--- src/hdl/tmos_pkg.sv ---
// Shared types and constants of the temporal median unit.
package tmos_pkg;

  localparam int unsigned SAMPLE_W       = 8;
  localparam int unsigned MAX_FRAMES_DEF = 16;

  typedef logic [SAMPLE_W-1:0] sample_t;

endpackage

--- src/hdl/tmos_in_if.sv ---
// Sample request channel: one pixel sample and its end-of-group flag.
interface tmos_in_if;
  import tmos_pkg::*;

  logic    valid;
  logic    ready;
  sample_t sample;
  logic    last_sample;

  modport source (output valid, output sample, output last_sample, input ready);
  modport sink   (input valid, input sample, input last_sample, output ready);
endinterface

--- src/hdl/tmos_out_if.sv ---
// Result request channel: median of a finished group and its drop flag.
interface tmos_out_if;
  import tmos_pkg::*;

  logic    valid;
  logic    ready;
  sample_t median_value;
  logic    overflow;

  modport source (output valid, output median_value, output overflow, input ready);
  modport sink   (input valid, input median_value, input overflow, output ready);
endinterface

--- src/hdl/temporal_median_of_samples_unit.sv ---
// Per-pixel temporal median: insertion-sorted sample store with median readout.
//
// Samples of one pixel group arrive one per request and are kept in ascending
// order in a single-port-write, single-port-read memory of MAX_FRAMES entries.
// An insertion walks down from the top of the sorted run one entry per cycle,
// moving every larger entry up by one; no new sample is taken while it runs.
// A sample into an empty store is written straight to index 0. After a sample
// flagged last_sample the unit reads the entry at index count/2 (StMedRd,
// then StMedOut), which is the upper median for an even count; the result waits
// in an output register while the next group begins. Samples that arrive when
// the store is full are dropped and reported through overflow on the group's
// result. The store needs no clearing after reset: only entries written in the
// current group are ever read.
module temporal_median_of_samples_unit #(
  parameter int unsigned MAX_FRAMES = tmos_pkg::MAX_FRAMES_DEF
) (
  input  logic       clk_i,
  input  logic       rst_ni,
  tmos_in_if.sink    in_i,
  tmos_out_if.source out_o
);
  import tmos_pkg::*;

  localparam int unsigned AW = (MAX_FRAMES > 1) ? $clog2(MAX_FRAMES) : 1;
  localparam int unsigned CW = $clog2(MAX_FRAMES + 1);

  typedef enum logic [4:0] {
    StIdle  = 5'b00001,
    StShift = 5'b00010,
    StPlace = 5'b00100,
    StMedRd = 5'b01000,
    StMedOut = 5'b10000
  } state_e;

  state_e        state_q, state_d;
  sample_t       val_q, val_d;
  logic          last_q, last_d;
  logic [AW-1:0] pos_q, pos_d;
  logic [CW-1:0] count_q, count_d;
  logic          drop_q, drop_d;
  logic          out_valid_q, out_valid_d;
  sample_t       out_med_q, out_med_d;
  logic          out_ovf_q, out_ovf_d;

  logic          we;
  logic [AW-1:0] waddr;
  sample_t       wdata;
  logic          re;
  logic [AW-1:0] raddr;
  sample_t       rdata;
  logic          accept;
  logic [CW-1:0] half_count;

  tmos_store #(
    .Depth (MAX_FRAMES),
    .AddrW (AW)
  ) u_store (
    .clk_i   (clk_i),
    .we_i    (we),
    .waddr_i (waddr),
    .wdata_i (wdata),
    .re_i    (re),
    .raddr_i (raddr),
    .rdata_o (rdata)
  );

  assign in_i.ready         = (state_q == StIdle);
  assign accept             = in_i.valid && in_i.ready;
  assign half_count         = count_q >> 1;
  assign out_o.valid        = out_valid_q;
  assign out_o.median_value = out_med_q;
  assign out_o.overflow     = out_ovf_q;

  always_comb begin
    state_d     = state_q;
    val_d       = val_q;
    last_d      = last_q;
    pos_d       = pos_q;
    count_d     = count_q;
    drop_d      = drop_q;
    out_med_d   = out_med_q;
    out_ovf_d   = out_ovf_q;
    out_valid_d = out_valid_q && !out_o.ready;
    we          = 1'b0;
    waddr       = '0;
    wdata       = val_q;
    re          = 1'b0;
    raddr       = '0;

    case (state_q)
      StIdle: begin
        if (accept) begin
          val_d  = in_i.sample;
          last_d = in_i.last_sample;
          if (count_q < CW'(MAX_FRAMES)) begin
            if (count_q == '0) begin
              we      = 1'b1;
              waddr   = '0;
              wdata   = in_i.sample;
              count_d = count_q + CW'(1);
              state_d = in_i.last_sample ? StMedRd : StIdle;
            end else begin
              // Fetch the current top of the sorted run to start the walk down.
              re      = 1'b1;
              raddr   = count_q[AW-1:0] - AW'(1);
              pos_d   = count_q[AW-1:0];
              state_d = StShift;
            end
          end else begin
            drop_d  = 1'b1;
            state_d = in_i.last_sample ? StMedRd : StIdle;
          end
        end
      end

      StShift: begin
        if (rdata > val_q) begin
          // Move the larger entry up one place and look at the next one down.
          we    = 1'b1;
          waddr = pos_q;
          wdata = rdata;
          pos_d = pos_q - AW'(1);
          if (pos_q == AW'(1)) begin
            state_d = StPlace;
          end else begin
            re    = 1'b1;
            raddr = pos_q - AW'(2);
          end
        end else begin
          we      = 1'b1;
          waddr   = pos_q;
          wdata   = val_q;
          count_d = count_q + CW'(1);
          state_d = last_q ? StMedRd : StIdle;
        end
      end

      StPlace: begin
        we      = 1'b1;
        waddr   = '0;
        wdata   = val_q;
        count_d = count_q + CW'(1);
        state_d = last_q ? StMedRd : StIdle;
      end

      StMedRd: begin
        re      = 1'b1;
        raddr   = half_count[AW-1:0];
        state_d = StMedOut;
      end

      StMedOut: begin
        if (!out_valid_q || out_o.ready) begin
          out_valid_d = 1'b1;
          out_med_d   = rdata;
          out_ovf_d   = drop_q;
          count_d     = '0;
          drop_d      = 1'b0;
          state_d     = StIdle;
        end
      end

      default: begin
        state_d = StIdle;
      end
    endcase
  end

  always_ff @(posedge clk_i or negedge rst_ni) begin
    if (!rst_ni) begin
      state_q     <= StIdle;
      count_q     <= '0;
      drop_q      <= 1'b0;
      out_valid_q <= 1'b0;
    end else begin
      state_q     <= state_d;
      count_q     <= count_d;
      drop_q      <= drop_d;
      out_valid_q <= out_valid_d;
    end
  end

  always_ff @(posedge clk_i) begin
    val_q     <= val_d;
    last_q    <= last_d;
    pos_q     <= pos_d;
    out_med_q <= out_med_d;
    out_ovf_q <= out_ovf_d;
  end

endmodule

--- src/hdl/tmos_store.sv ---
// Sorted sample store: one write port and one read port with registered read data.
module tmos_store #(
  parameter int unsigned Depth = tmos_pkg::MAX_FRAMES_DEF,
  parameter int unsigned AddrW = (Depth > 1) ? $clog2(Depth) : 1
) (
  input  logic              clk_i,
  input  logic              we_i,
  input  logic [AddrW-1:0]  waddr_i,
  input  tmos_pkg::sample_t wdata_i,
  input  logic              re_i,
  input  logic [AddrW-1:0]  raddr_i,
  output tmos_pkg::sample_t rdata_o
);
  import tmos_pkg::*;

  sample_t mem_q [Depth];
  sample_t rdata_q;

  always_ff @(posedge clk_i) begin
    if (we_i) begin
      mem_q[waddr_i] <= wdata_i;
    end
  end

  always_ff @(posedge clk_i) begin
    if (re_i) begin
      rdata_q <= mem_q[raddr_i];
    end
  end

  assign rdata_o = rdata_q;

endmodule
--- src/flat_wrapper.sv ---
// flat-port wrapper written by rule: the top's interface ports become plain ports
module temporal_median_of_samples_unit_flat import tmos_pkg::*;
#(
  parameter int unsigned MAX_FRAMES = tmos_pkg::MAX_FRAMES_DEF
)
  (clk_i, rst_ni, in_i_valid, in_i_sample, in_i_last_sample, in_i_ready, out_o_valid, out_o_median_value, out_o_overflow, out_o_ready);
  tmos_in_if in_i_i ();
  tmos_out_if out_o_i ();
  input  logic clk_i;
  input  logic rst_ni;
  input wire logic [$bits(in_i_i.valid)-1:0] in_i_valid;
  input wire logic [$bits(in_i_i.sample)-1:0] in_i_sample;
  input wire logic [$bits(in_i_i.last_sample)-1:0] in_i_last_sample;
  output wire logic [$bits(in_i_i.ready)-1:0] in_i_ready;
  output wire logic [$bits(out_o_i.valid)-1:0] out_o_valid;
  output wire logic [$bits(out_o_i.median_value)-1:0] out_o_median_value;
  output wire logic [$bits(out_o_i.overflow)-1:0] out_o_overflow;
  input wire logic [$bits(out_o_i.ready)-1:0] out_o_ready;
  assign in_i_i.valid = in_i_valid;
  assign in_i_i.sample = in_i_sample;
  assign in_i_i.last_sample = in_i_last_sample;
  assign in_i_ready = in_i_i.ready;
  assign out_o_valid = out_o_i.valid;
  assign out_o_median_value = out_o_i.median_value;
  assign out_o_overflow = out_o_i.overflow;
  assign out_o_i.ready = out_o_ready;
  temporal_median_of_samples_unit #(.MAX_FRAMES(MAX_FRAMES)) u_core (.clk_i(clk_i), .rst_ni(rst_ni), .in_i(in_i_i), .out_o(out_o_i));
endmodule
--- config.mk ---
export PLATFORM = sky130hd
export DESIGN_NAME = temporal_median_of_samples_unit_flat
export DESIGN_NICKNAME = d
export VERILOG_FILES = /design/src/hdl/tmos_pkg.sv /design/src/hdl/tmos_in_if.sv /design/src/hdl/tmos_out_if.sv /design/src/hdl/temporal_median_of_samples_unit.sv /design/src/hdl/tmos_store.sv /design/src/flat_wrapper.sv
export SDC_FILE = /design/constraint.sdc
export NUM_CORES = 1
export LEC_CHECK = 0
export BUFFER_PORTS_ARGS = -buffer_cell sky130_fd_sc_hd__buf_2
export CAP_MARGIN = 20
export CORE_MARGIN = 10
export CORE_UTILIZATION = 25
export CTS_CLUSTER_DIAMETER = 80
export DETAILED_ROUTE_END_ITERATION = 16
export SLEW_MARGIN = 20
export SYNTH_ARGS = -nofsm -noshare
export SYNTH_HDL_FRONTEND = slang
export SYNTH_SLANG_ARGS = --single-unit
--- constraint.sdc ---
create_clock -name clk_i -period 3.4 [get_ports clk_i]
set_clock_uncertainty 0.1 [all_clocks]
set_input_delay 0.17 -clock clk_i [delete_from_list [all_inputs] [get_ports clk_i]]
set_output_delay 0.17 -clock clk_i [all_outputs]
set_load 0.01 [all_outputs]
==> results of run 1 <==
## through the flow
| step | utilization [%] | hold slack, ns |
|---|---|---|
| 5_1_grt | 30.53 | 0.1025 |
| 3_3_place_gp | 27.80 | -0.02397 |
| 3_5_place_dp | 27.80 | -0.02445 |
| 2_1_floorplan | - | -0.2256 |
| 4_1_cts | 30.30 | 0.06105 |
| 6_report | 30.53 | 0.06928 |
## cell usage after synthesis, types with 6 or more instances
master and n:
a21oi_1 9, edfxtp_1 158, xor2_1 6, inv_1 17, nand3_1 10, clkbuf_1 11, nor3_1 6, a211oi_1 33
buf_2 17, a22oi_1 8, o311a_1 31, nand2_1 103, o21ai_0 14, ha_1 14, dfrtp_1 11, a311oi_1 31
or4_1 8, nor2_1 34
## cells by family (layout without fill, tap and decap cells)
kind of cell	count (synthesis)	in the layout	synth area share [%]
fa+ha+maj	14	14	2.290
xor+xnor	8	8	0.9160
compound gates	149	149	15.60
simple gates	191	191	11.29
mux	1	1	0.1309
buf+inv	59	115	3.811
flops	170	170	65.96
## worst register-to-register path: cells and delay by family, from the launching register on
| family | cells | cell delay [ns] |
|---|---|---|
| buffers and inverters | 1 | 0.18 |
| flip-flops | 1 | 0.44 |
| AND/OR/NAND/NOR | 4 | 1.02 |
| AO/OA/AOI/OAI | 4 | 0.92 |
| adder cells (fa/ha/maj) | 1 | 0.36 |
## path summary, 6_finish.rpt
path | end | slack [ns] | depth (start not counted)
min in group clk_i | u_core.drop_q | 0.11 | 4
worst min register to register | u_core.out_o.overflow | 0.35 | 0
worst max-delay path | u_core.u_store.rdata_o[2] | 0.10 | 10
worst min-delay path | u_core.state_q[1] | 0.07 | 2
max in group asynchronous | u_core.state_q[0] | 2.85 | 2
worst max register to register | u_core.u_store.rdata_o[2] | 0.10 | 10
## layer usage
| metal | part of all wire (%) | routed length, um | global-route usage, % |
|---|---|---|---|
| met1 | 47 | 8864 | 12.84 |
| met2 | 46 | 8638 | 14.85 |
| met3 | 5.3 | 986 | 2.254 |
| met4 | 1.2 | 221 | 2.874 |
| met5 | 0 | 0 | 0 |
## state kept, by name, indices dropped and copies added (netlist names)
register                   flops
u_core.out_o.valid             1
u_core.count_q                 5
u_core.state_q                 5
u_core.u_store.rdata_o         8
u_core.drop_q                  1
u_core.u_store.mem_q         128
u_core.out_o.overflow          1
u_core.val_q                   8
u_core.last_q                  1
u_core.pos_q                   4
u_core.out_o.median_value      8
## power by group
group / internal [mW] / total (mW) / switching (mW)
clock: 1.24 / 2.05 / 0.813
combinational: 0.893 / 2.61 / 1.72
sequential: 2.77 / 2.96 / 0.191
## timing repair
action,in CTS,in global routing
setup endpoints to repair,3,8
gates resized for setup,4,13
hold buffers,11,0
pin swaps,0,6
buffers inserted,0,2
hold endpoints to repair,24,0
## final cells by class
cell class / instances / area, um^2 / area share (%)
Tap cell: 390 / 488.0 / 5.335
Sequential cell: 170 / 5046 / 55.17
Clock buffer: 18 / 429.2 / 4.692
Inverter: 19 / 71.32 / 0.7798
Clock inverter: 13 / 188.9 / 2.066
Multi-Input combinational cell: 363 / 2402 / 26.27
Timing Repair Buffer: 65 / 520.5 / 5.691
==> results_tabular.tex, run 1 <==
\begin{tabular}{lr}
\hline
Metric & Value \\
\hline
\multicolumn{2}{l}{\textbf{Global routing}} \\
Number of global-route vias before repair & 4906 \\
First-pass GRT wire length & 28.92 mm \\
Largest net degree at the start of global routing & 63 \\
Global-route total usage across every layer & 9.545\% \\
Grt ovf & 0 \\
Number of antenna violations at the first check in global routing & 0 \\
\multicolumn{2}{l}{\textbf{Logic synthesis}} \\
Cell area after synthesis & 7650 um\^{}2 \\
Synth area leader & edfxtp\_1 \\
Flip-flop and latch count after synthesis & 170 \\
Sequential cell area fraction in the yosys report & 65.96\% \\
Library cells used by synthesis & 54 \\
Most used flip-flop cell after synthesis & edfxtp\_1 \\
Proportion of netlist area held by the largest area contributor & 62.02\% \\
Mean area per synthesized cell & 12.92 um\^{}2 \\
Net count of the mapped netlist & 619 \\
Synth area leaders & edfxtp\_1 (62\%), nand2\_1 (5.1\%), o311a\_1 (4.1\%) \\
Yosys warns & 0 \\
Number of synthesized flops with an enable pin & 158 \\
Ys async rst share & 7.059\% \\
Number of instances in the synthesized netlist & 592 \\
\multicolumn{2}{l}{\textbf{Critical path}} \\
Kind of capture point of the worst setup path & flop \\
Crit-path slowest cell & or4\_1 \\
FF-to-FF Start & u\_core.u\_store.rdata\_o[3] \\
Cell-by-cell trace of the critical path & ha\_1 -> nand4\_1 -> nor2\_1 -> a211o\_1 -> and2\_4 -> buf\_4 -> o311a\_1 -> a211oi\_2 -> a311oi\_1 -> or4\_1 \\
Worst-path fanout max & 12 \\
Dominant delay contributor by cell family on the critical path & simple AND/OR/NAND/NOR gates \\
Req. time, crit path & 3.44 ns \\
Critical Path Max Stage Delay & 0.60 ns \\
Critical Setup Path Class & flop to flop \\
Number of buffer and inverter instances along the worst setup path & 1 \\
Crit path DAT & 3.34 ns \\
Nature of the critical path startpoint & flop \\
Worst Setup SP & u\_core.u\_store.rdata\_o[3] \\
\multicolumn{2}{l}{\textbf{Clocking}} \\
CTS tree & built \\
Clock sinks & 170 \\
Clock-pin slew reported for the worst setup and hold paths after clock tree synthesis & 0.07 ns \\
H-tree level count & 4 \\
Clock latency at the later pin of the worst-skew pair & 0.42 ns \\
Number of buffers on the longest clock path & 2 \\
Clock buffer count from CTS & 17 \\
Library cell used as clock root buffer & clkbuf\_16 \\
\multicolumn{2}{l}{\textbf{Cells and area}} \\
Post-route insts no fill & 1038 \\
Antenna diode count & 0 \\
Share of post-route cells with drive strength above 1 & 17.28\% \\
Fill cells & 2996 \\
Finished layout cell area & 9146 um\^{}2 \\
Syn-to-layout area delta & 19.56\% \\
Most frequent cells in the layout & edfxtp\_1 (158), nand2\_1 (102), nor2\_1 (34) \\
Commonest non-fill, non-tap cell in the layout & edfxtp\_1 \\
Final Net Count & 663 \\
\multicolumn{2}{l}{\textbf{Die}} \\
Placeable core region & 29950 um\^{}2 \\
Vertical die dimension & 194.9 um \\
Io pins & 24 \\
Area enclosed by the die boundary & 38000 um\^{}2 \\
Initial core utilization & 25.54\% \\
Die width & 194.9 um \\
Number of placement rows & 63 \\
\multicolumn{2}{l}{\textbf{Placement}} \\
RePlAce Congestion & 0.8052 \\
Area post-placement & 8328 um\^{}2 \\
Post-placement worst setup slack & -0.03581 ns \\
Placed Instances & 994 \\
Post-detailed-placement half-perimeter wirelength & 12.37 mm \\
PortBufs & 23 \\
\multicolumn{2}{l}{\textbf{Drt}} \\
Number of vias per cell after detailed routing & 4.900 \\
DRC violation count after routing & 0 \\
Detailed router's first-iteration violation count & 449 \\
Total vias in the final route & 5086 \\
Length of the first detailed-routing pass in iterations & 4 \\
Overall routed net length & 18.71 mm \\
Detail-routed net length per standard cell & 18.03 um \\
Residual antenna-violating net count after detailed routing & 0 \\
\multicolumn{2}{l}{\textbf{Timing}} \\
Hold Fails Final Rpt & 0 \\
Final critical path time including I/O delays and setup & 3.298 ns \\
Final count of pins violating max slew & 0 \\
Maximum clock frequency & 303.3 MHz \\
Worst-case setup margin in the final layout & 0.1024 ns \\
Setup TNS & 0 ns \\
Period utilization & 96.99\% \\
Setup-violating endpoint count in the final report & 0 \\
Setup repair after global routing missed its margin & true \\
Max-slew headroom at the worst pin & 33.21\% \\
Least-Margin Pin Slew & 0.9927 ns \\
\multicolumn{2}{l}{\textbf{Run status}} \\
Status & complete, no violations \\
\multicolumn{2}{l}{\textbf{Run}} \\
Max-capacitance violation count & 0 \\
\multicolumn{2}{l}{\textbf{Power and ir drop}} \\
Total power consumption of the routed design & 7.621 mW \\
VDD IR-drop max & 0.0003712 V \\
Pwr per Cell Area & 833.3 nW/um\^{}2 \\
Static leakage & 3.126 nW \\
\multicolumn{2}{l}{\textbf{Min path}} \\
Worst min-delay path class & primary input to async pin \\
\hline
\end{tabular}
No activity file was read; power rests on OpenSTA's default activity.
==> run 2: changes to the inputs <==
--- a/config.mk
+++ b/config.mk
@@ -7,7 +7,6 @@
 export LEC_CHECK = 0
 export BUFFER_PORTS_ARGS = -buffer_cell sky130_fd_sc_hd__buf_2
 export CAP_MARGIN = 20
-export CORE_MARGIN = 10
 export CORE_UTILIZATION = 25
 export CTS_CLUSTER_DIAMETER = 80
 export DETAILED_ROUTE_END_ITERATION = 16
==> run 2 against run 1 <==
Total power increased by 1.8%. Count of clock-buffer cells in the layout decreased by 1. First-iteration DRC count increased by 25%. Highest routed layer unchanged. Largest cell class unchanged. Critical path type unchanged. Cell area increased by 1.3%.
==> results_tabular.tex, run 2 (same netlist as run 1, synthesis figures left out) <==
\begin{tabular}{lr}
\hline
Metric & Value \\
\hline
\multicolumn{2}{l}{\textbf{Clocking}} \\
Clock buffer count from CTS & 17 \\
H-tree level count & 4 \\
Clock sinks & 170 \\
Clock latency at the later pin of the worst-skew pair & 0.43 ns \\
CTS tree & built \\
Clock-pin slew reported for the worst setup and hold paths after clock tree synthesis & 0.07 ns \\
Library cell used as clock root buffer & clkbuf\_16 \\
Number of buffers on the longest clock path & 2 \\
\multicolumn{2}{l}{\textbf{Timing}} \\
Hold Fails Final Rpt & 0 \\
Hold Worst Slack & 0.04682 ns \\
Setup-violating endpoint count in the final report & 0 \\
Final count of pins violating max slew & 0 \\
Period utilization & 98.38\% \\
Max-slew headroom at the worst pin & 35.50\% \\
Final critical path time including I/O delays and setup & 3.345 ns \\
Worst-case setup margin in the final layout & 0.05493 ns \\
Maximum clock frequency & 298.9 MHz \\
Least-Margin Pin Slew & 0.9586 ns \\
\multicolumn{2}{l}{\textbf{Critical path}} \\
Kind of capture point of the worst setup path & flop \\
Req. time, crit path & 3.45 ns \\
Reg2reg path depth & 10 \\
Worst-path fanout max & 23 \\
Nature of the critical path startpoint & flop \\
FF-to-FF Start & u\_core.u\_store.rdata\_o[6] \\
Critical Setup Path Class & flop to flop \\
Worst reg2reg path endpoint & u\_core.u\_store.rdata\_o[4] \\
Destination of the critical timing path & u\_core.u\_store.rdata\_o[4] \\
Crit path DAT & 3.40 ns \\
Worst Setup SP & u\_core.u\_store.rdata\_o[6] \\
Register-to-register path setup slack & 0.05 ns \\
\multicolumn{2}{l}{\textbf{Placement}} \\
Post-detailed-placement half-perimeter wirelength & 13.04 mm \\
Post-placement worst setup slack & -0.01162 ns \\
PortBufs & 23 \\
Area post-placement & 8396 um\^{}2 \\
RePlAce Congestion & 0.8473 \\
\multicolumn{2}{l}{\textbf{Min path}} \\
Worst min-delay path class & primary input to async pin \\
\multicolumn{2}{l}{\textbf{Power and ir drop}} \\
Static leakage & 3.190 nW \\
VDD IR-drop max & 0.0003703 V \\
Pwr per Cell Area & 837.8 nW/um\^{}2 \\
\multicolumn{2}{l}{\textbf{Die}} \\
Die width & 176.9 um \\
Placeable core region & 29870 um\^{}2 \\
Initial core utilization & 25.61\% \\
Area enclosed by the die boundary & 31300 um\^{}2 \\
Io pins & 24 \\
Number of placement rows & 63 \\
Vertical die dimension & 176.9 um \\
\multicolumn{2}{l}{\textbf{Drt}} \\
Number of vias per cell after detailed routing & 4.985 \\
Total vias in the final route & 5224 \\
Detailed router's first-iteration violation count & 560 \\
Detail-routed net length per standard cell & 18.84 um \\
Overall routed net length & 19.75 mm \\
Length of the first detailed-routing pass in iterations & 5 \\
Sum of met3 wire segment lengths after detailed routing & 1.323 mm \\
DRC violation count after routing & 0 \\
Residual antenna-violating net count after detailed routing & 0 \\
Met2 wirelength from detailed routing & 9.176 mm \\
Met1 WL & 8.856 mm \\
Highest routed metal layer & met4 \\
\multicolumn{2}{l}{\textbf{Global routing}} \\
Grt ovf & 0 \\
Global-route total usage across every layer & 13.02\% \\
Number of antenna violations at the first check in global routing & 0 \\
First-pass GRT wire length & 30.50 mm \\
Number of global-route vias before repair & 5143 \\
Largest net degree at the start of global routing & 44 \\
\multicolumn{2}{l}{\textbf{Run status}} \\
Status & complete, no violations \\
\multicolumn{2}{l}{\textbf{Cells and area}} \\
Fill cells & 2968 \\
Most frequent cells in the layout & edfxtp\_1 (158), nand2\_1 (102), buf\_4 (35) \\
Finished layout cell area & 9263 um\^{}2 \\
Antenna diode count & 0 \\
Commonest non-fill, non-tap cell in the layout & edfxtp\_1 \\
Largest register FFs & 128 \\
Syn-to-layout area delta & 21.08\% \\
Biggest register & u\_core.u\_store.mem\_q \\
Share of post-route cells with drive strength above 1 & 19.60\% \\
Final Net Count & 672 \\
\multicolumn{2}{l}{\textbf{Run}} \\
Max-capacitance violation count & 0 \\
\hline
\end{tabular}
-- run 2: worst max-delay path, cell delays in order (launching register included) --
cell and delay [ns]:
edfxtp_1 0.43, ha_1 0.34, nand4_1 0.17, nor2_1 0.10, a211o_1 0.31, and2_1 0.21, buf_12 0.17, o311a_1 0.31
a211oi_2 0.29, a311oi_1 0.08, or4_1 0.56
-- run 2: report_power, final --
part	switching [mW]	total, mW	internal, mW	leakage, nW
Sequential	0.160	2.93	2.77	1.59
Clock	0.841	2.09	1.25	0.315
Combinational	1.81	2.74	0.929	1.29
Total	2.81	7.76	4.95	3.19
-- run 2: how the worst min path moves through the flow --
stage | to | slack, ns
after floorplan | u_core.count_q[0] | -0.23
after global placement | u_core.state_q[3] | -0.03
after detailed placement | u_core.state_q[3] | -0.03
after CTS | u_core.state_q[3] | 0.03
after global routing | u_core.state_q[4] | 0.06
final | u_core.state_q[3] | 0.05
-- run 2: metrics by stage --
stage	instances	TNS [ns]	total power, mW	util (%)
finish	1048	0	7.760	31.00
global route	1048	-0.06992	8.110	31.00
CTS	1046	-0.004300	7.656	30.63
global placement	1003	0	5.515	28.10
detailed placement	1003	-0.02274	5.545	28.10
floorplan	592	0	4.639	-
-- run 2: area by class of cell --
| cell class | instances | area (um^2) | area share, % |
|---|---|---|---|
| Timing Repair Buffer | 74 | 588.1 | 6.349 |
| Multi-Input combinational cell | 363 | 2436 | 26.30 |
| Tap cell | 390 | 488.0 | 5.268 |
| Inverter | 19 | 71.32 | 0.7700 |
| Clock inverter | 15 | 207.7 | 2.242 |
| Clock buffer | 17 | 425.4 | 4.593 |
| Sequential cell | 170 | 5046 | 54.48 |
-- run 2: repair_timing --
action,CTS,global route
endpoints found under the hold margin,24,0
hold buffers,11,0
pin swaps,0,5
buffers inserted,0,2
gates resized for setup,2,20
endpoints found under the setup margin,4,8
-- run 2: layer usage --
metal,global-route usage (%),vias to the layer above
li1,-,2405
met1,17.51,2578
met2,20.15,209
met3,3.436,32
met4,4.490,0
met5,0,-
